**src/hw/rtl/bbs_pkg.sv**
```systemverilog
package bbs_pkg;

	localparam int PRICE_FIELD_W = 32;
	localparam int BAND_FIELD_W  = 32;
	localparam int CFG_IDX_W     = 2;
	localparam int CFG_DATA_W    = 16;
	localparam int WLEN_W        = 7;
	localparam int MULT_W        = 16;
	localparam int MULT_FRAC     = 12;

	localparam logic [CFG_IDX_W-1:0] CFG_WINDOW_LENGTH   = 2'd0;
	localparam logic [CFG_IDX_W-1:0] CFG_BAND_MULTIPLIER = 2'd1;
	localparam logic [CFG_IDX_W-1:0] CFG_BAND_SIDE       = 2'd2;

	localparam logic [WLEN_W-1:0] WLEN_RESET = 7'd20;
	localparam logic [MULT_W-1:0] MULT_RESET = 16'd8192;
	localparam logic              SIDE_RESET = 1'b1;

	typedef enum logic [2:0] {
		S_IDLE,
		S_CHECK,
		S_SUM,
		S_DIV_MEAN,
		S_VAR,
		S_DIV_VAR,
		S_SQRT,
		S_BAND
	} state_t;

	typedef enum logic [3:0] {
		OP_NONE,
		OP_STORE,
		OP_SUM_INIT,
		OP_SUM,
		OP_DIV_INIT,
		OP_DIV,
		OP_VAR_INIT,
		OP_VAR,
		OP_SQRT_INIT,
		OP_SQRT,
		OP_SCALE,
		OP_BAND
	} op_t;

	typedef struct packed {
		op_t op;
	} cmd_t;

	typedef struct packed {
		logic fill_ok;
		logic pass_done;
		logic div_done;
		logic sqrt_done;
	} sts_t;

endpackage

```
**src/hw/rtl/bbs_ctrl.sv**
```systemverilog
module bbs_ctrl (
	input  logic          clk,
	input  logic          arst_n,
	input  logic          in_valid,
	output logic          in_ready,
	output logic          out_valid,
	input  logic          out_ready,
	output bbs_pkg::cmd_t cmd,
	input  bbs_pkg::sts_t sts
);
	import bbs_pkg::*;

	state_t state_q, state_d;
	logic   out_valid_q;
	logic   out_free;

	assign out_free = !out_valid_q || out_ready;

	always_ff @(posedge clk or negedge arst_n) begin
		if (!arst_n) begin
			state_q     <= S_IDLE;
			out_valid_q <= 1'b0;
		end else begin
			state_q     <= state_d;
			out_valid_q <= (cmd.op == OP_BAND) || (out_valid_q && !out_ready);
		end
	end

	always_comb begin
		state_d = state_q;
		unique case (state_q)
			S_IDLE:     if (in_valid) state_d = S_CHECK;
			S_CHECK:    state_d = sts.fill_ok ? S_SUM : S_IDLE;
			S_SUM:      if (sts.pass_done) state_d = S_DIV_MEAN;
			S_DIV_MEAN: if (sts.div_done) state_d = S_VAR;
			S_VAR:      if (sts.pass_done) state_d = S_DIV_VAR;
			S_DIV_VAR:  if (sts.div_done) state_d = S_SQRT;
			S_SQRT:     if (sts.sqrt_done) state_d = S_BAND;
			S_BAND:     if (out_free) state_d = S_IDLE;
			default:    state_d = S_IDLE;
		endcase
	end

	always_comb begin
		cmd.op = OP_NONE;
		unique case (state_q)
			S_IDLE:     cmd.op = in_valid ? OP_STORE : OP_NONE;
			S_CHECK:    cmd.op = sts.fill_ok ? OP_SUM_INIT : OP_NONE;
			S_SUM:      cmd.op = sts.pass_done ? OP_DIV_INIT : OP_SUM;
			S_DIV_MEAN: cmd.op = sts.div_done ? OP_VAR_INIT : OP_DIV;
			S_VAR:      cmd.op = sts.pass_done ? OP_DIV_INIT : OP_VAR;
			S_DIV_VAR:  cmd.op = sts.div_done ? OP_SQRT_INIT : OP_DIV;
			S_SQRT:     cmd.op = sts.sqrt_done ? OP_SCALE : OP_SQRT;
			S_BAND:     cmd.op = out_free ? OP_BAND : OP_NONE;
			default:    cmd.op = OP_NONE;
		endcase
	end

	assign in_ready  = (state_q == S_IDLE);
	assign out_valid = out_valid_q;
endmodule

```
**config.mk**
```make
export PLATFORM = sky130hd
export DESIGN_NAME = bbs_ctrl
export DESIGN_NICKNAME = d
export VERILOG_FILES = /design/src/hw/rtl/bbs_pkg.sv /design/src/hw/rtl/bbs_ctrl.sv
export SDC_FILE = /design/constraint.sdc
export NUM_CORES = 1
export LEC_CHECK = 0
export BUFFER_PORTS_ARGS = -buffer_cell sky130_fd_sc_hd__buf_2
export CORE_AREA = 5 5 42 44
export DETAILED_ROUTE_END_ITERATION = 10
export DIE_AREA = 0 0 47 49
export SETUP_SLACK_MARGIN = 0.4
export SLEW_MARGIN = 30
export SYNTH_ARGS = -nofsm -noshare
export SYNTH_HDL_FRONTEND = slang
export SYNTH_SLANG_ARGS = --single-unit
```
**constraint.sdc**
```tcl
create_clock -name clk -period 1.6 [get_ports clk]
set_input_delay 0 -clock clk [delete_from_list [all_inputs] [get_ports clk]]
set_output_delay 0 -clock clk [all_outputs]
set_load 0.005 [all_outputs]
```
Yosys cells after proc, flatten, opt, wreduce, memory -nomap -nowiden
Index checks and enable logic that the tools add are counted.
{"block": "op_classes", "mux": 18, "n_eq_ne": 15, "reduce_logical": 7}
{"operator": "$pmux 4 s8", "n": 1}
{"operator": "$mux 3", "n": 8}
{"operator": "$pmux 3 s8", "n": 1}
{"operator": "$ne 2x2->1 const B", "n": 7}
{"operator": "$eq 3x3->1 const B", "n": 4}
{"operator": "$mux 2", "n": 5}
{"operator": "$mux 4", "n": 2}
{"operator": "$reduce_and 7->1", "n": 1}
{"operator": "$eq 3x2->1 const B", "n": 2}
{"operator": "$eq 4x4->1 const B", "n": 1}
{"operator": "$eq 3x1->1 const B", "n": 1}
{"operator": "$logic_not 3->1", "n": 1}
{"operator": "$logic_not 1->1", "n": 2}
{"operator": "$logic_or 1x1->1", "n": 2}
{"operator": "$logic_and 1x1->1", "n": 1}
{"operator": "$mux 1", "n": 1}
{"block": "totals", "regBits": 4, "elab_cells": 42, "input_bits": 8, "output_inout_bits": 6}

Depth between registers and ports, before layout
{"block": "depth", "depth_word": 6, "ltp_mapped": 5}

Worst setup path after synthesis
No wires, ideal clock.
{"block": "synth_path", "path_type": "reg-to-reg", "start": "register state_q[2]", "end": "register state_q[0]", "path_stages_with_launch": 4, "t_required_ps": 1462, "n_path_buf": 1, "t_arrival_ps": 1189, "path_slack_ps": 272, "cell_sequence": "dfrtp_1 buf_6 mux2_4 mux4_2"}
{"block": "synth_between", "elab_chain_cells": 3, "word_cells_on_any_way": 17}
{"item": "start, declared", "line_no": "bbs_ctrl.sv:13", "text": "state_t state_q, state_d;"}
{"item": "start signal, assigned", "line_no": "bbs_ctrl.sv:24", "text": "state_q <= state_d;"}
{"item": "$eq 3x3->1, or another cell as far along", "line_no": "bbs_ctrl.sv:31", "text": "unique case (state_q)"}
{"item": "$ne 2x2->1 (no line)"}
{"item": "$reduce_and 7->1 (no line)"}
Several ways; a longest one is shown, not always the timed one.
A chain may end at the register's enable or synchronous reset.

Worst setup path after layout
Same ends and word-level chain as after synthesis.

==> flow_summary.yaml <==
sta:
  tightest_slew_ps: 219
  finalClockSkew_ps: 6.63
  finalSetupViolCount: 0
  period_share_pct: 89.1
  max-slew-margin-rel_pct: 85.3
  max_freq_ghz: 0.701
  slew_viol_final: 0
  final_hold_viol_count: 0
  setup_tns_ps: 0
  fin_crit_ps: 1430
  rsz0062_at_grt: "yes"
route:
  wl_met3_um: 126
  wl_met2_um: 781
  drtIter0Drc: 6
  wl_met1_um: 606
  highest_layer: "met3"
  drt-total-wl_um: 1510
  ant_nets: 0
  drt_first_pass_iters: 4
  via_count: 549
  vias_per_cell: 5.84
  drcViolationCount: 0
  wl_per_cell_um: 16.1
synth:
  synth_top_area_share_pct: 24.5
  synth-simple-area-share_pct: 26.9
  syn_avg_cell_area_um2: 7.87
  synth_top_flop_cell: "dfrtp_1"
  syn_inst: 52
  yosys_warnings: 0
  ys_seq_area_share_pct: 24.5
  yosys-top-cells-area: "dfrtp_1 (24%), buf_2 (6.1%), mux4_2 (5.5%)"
  synth_compound_area_share_pct: 29.7
  synth_area_leader_cell: "dfrtp_1"
  ys_types: 25
  synth_fp_nets: 60
  ys_seq_elements: 4
  synth_mux_area_share_pct: 9.17
  synthArstFlopShare_pct: 100
  yosys.area_share.adder_pct: 0
  synthXorXnorAreaFrac_pct: 0
  ys_top_cells_by_count: "nor2_1 (6), buf_2 (5), dfrtp_1 (4), o21ai_0 (4)"
  synth_top_family_by_area: "compound AO/OA/AOI/OAI gates"
  synth.most_common_cell: "nor2_1"
  synth_edf_count: 0
  netlist_area_um2: 409
cells_and_area:
  final_util_pct: 48.2
  area_growth_pct: 65.1
  drive_above_1_share_pct: 59.0
  nets: 88
  antennaDiodeCount: 0
grt:
  grtUsageTotal_pct: 13.8
  antenna_found_initial: 0
  grt_start_max_net_pins: 9
  grt-ovfl-total: 0
  grt_pass1_wl_um: 2280
  first_global_vias: 507
clocking:
  cts.sinks: 4
  cts_tree: "built"
  clkLatencyLatePin_ps: 240
  clk_path_buf_depth: 2
  h-tree-depth: 1
  cts_made_buffers: 3
  clkTransAtPathRegs_ps: 40
  cts-root-buf: "clkbuf_4"
floorplan:
  die_w_um: 47
  die_area_um2: 2300
  die_y_um: 49
  io_pins: 14
  coreArea_um2: 1400
  rows: 14
  start_util_pct: 29.2
setup_path:
  critical_path_class: "reg -> reg"
  path_cells: "buf_6 > mux2_4 > mux4_2"
  max_stage_delay_ps: 440
  worstPathRequired_ps: 1710
  crit_slowest_cell: "mux4_2"
  critPathMaxFanout: 5
  startpoint_type: "flip-flop"
  endpoint_kind: "flip-flop"
  critPathArrivalTime_ps: 1530
flow_run:
  cap_violations: 0
placement:
  gp_congestion: 0.720
  io_buffers: 13
power:
  ir_drop_mv: 0.768
  p_leak_nw: 0.311
  power_mw: 1.35
  p_per_area_nw_per_um2: 2000
min_path:
  hp-class: "in -> async"
run_status:
  run_status: "finished clean"
-- path summary, 6_finish.rpt --
| kind | cells after the start | slack [ps] | to | from |
|---|---|---|---|---|
| max | 3 | 170 | state_q[0] | state_q[2] |
| min | 2 | 110 | out_valid | arst_n |
| max reg2reg | 3 | 170 | state_q[0] | state_q[2] |
| min reg2reg | 2 | 720 | out_valid | out_valid |
| max in group asynchronous | 2 | 1340 | state_q[2] | arst_n |
| min in group clk | 3 | 120 | state_q[2] | sts[1] |
-- routing by layer --
| metal | GRT usage [%] | up-vias |
|---|---|---|
| met2 | 21.9 | 30 |
| met4 | 6.91 | 0 |
| met5 | 0 | - |
| met3 | 2.21 | 0 |
| li1 | - | 248 |
| met1 | 17.1 | 271 |
-- area by class of cell --
cell class / count / area (um^2)
Fill cell: 156 / 726
Clock buffer: 3 / 22.5
Timing Repair Buffer: 29 / 210
Sequential cell: 4 / 104
Tap cell: 16 / 20.0
Inverter: 1 / 3.75
Multi-Input combinational cell: 41 / 315
-- cell families after synthesis --
logic type / after synthesis
AND/OR/NAND/NOR: 21
AO/OA/AOI/OAI: 18
buffers and inverters: 7
flip-flops: 4
multiplexers: 2
-- stage by stage --
step	setup WS (ps)	hold WS (ps)	cells	cell area, um^2
after floorplan	272	-296	52	409
after global placement	178	-189	76	465
after detailed placement	139	-182	76	465
after CTS	188	98.4	91	618
after global routing	106	125	94	676
final	174	107	94	676
-- state kept, by name (all words and copies together), names as in the netlist --
register	cells
state_q	3
out_valid	1
-- power breakdown --
part	switching (mW)	internal (mW)	total (mW)
Combinational	0.444	0.556	1.00
Clock	0.0442	0.0841	0.128
Sequential	0.0705	0.154	0.224
-- cells in the final DEF, fill, tap and decap left out, types with 3 or more instances in the layout --
cell type   n
o211ai_1    3
clkbuf_4    3
nor2_1      6
dfrtp_2     3
buf_2      13
buf_4       9
o21ai_0     4
buf_6       6
-- worst max-delay path: cells and delay by family, from the launching register on --
family                 cells  cell delay, ps
multiplexers               2             720
buffers and inverters      1             140
flip-flops                 1             430
-- repair_timing --
action	4_1_cts	5_1_grt
setup endpoints to repair	7	6
gates cloned	0	0
pin swaps	3	6
hold buffers	1	0
buffers inserted	11	3
hold endpoints to repair	4	0
gates resized for setup	14	9
Note: power is estimated with default switching activity, not from simulation.
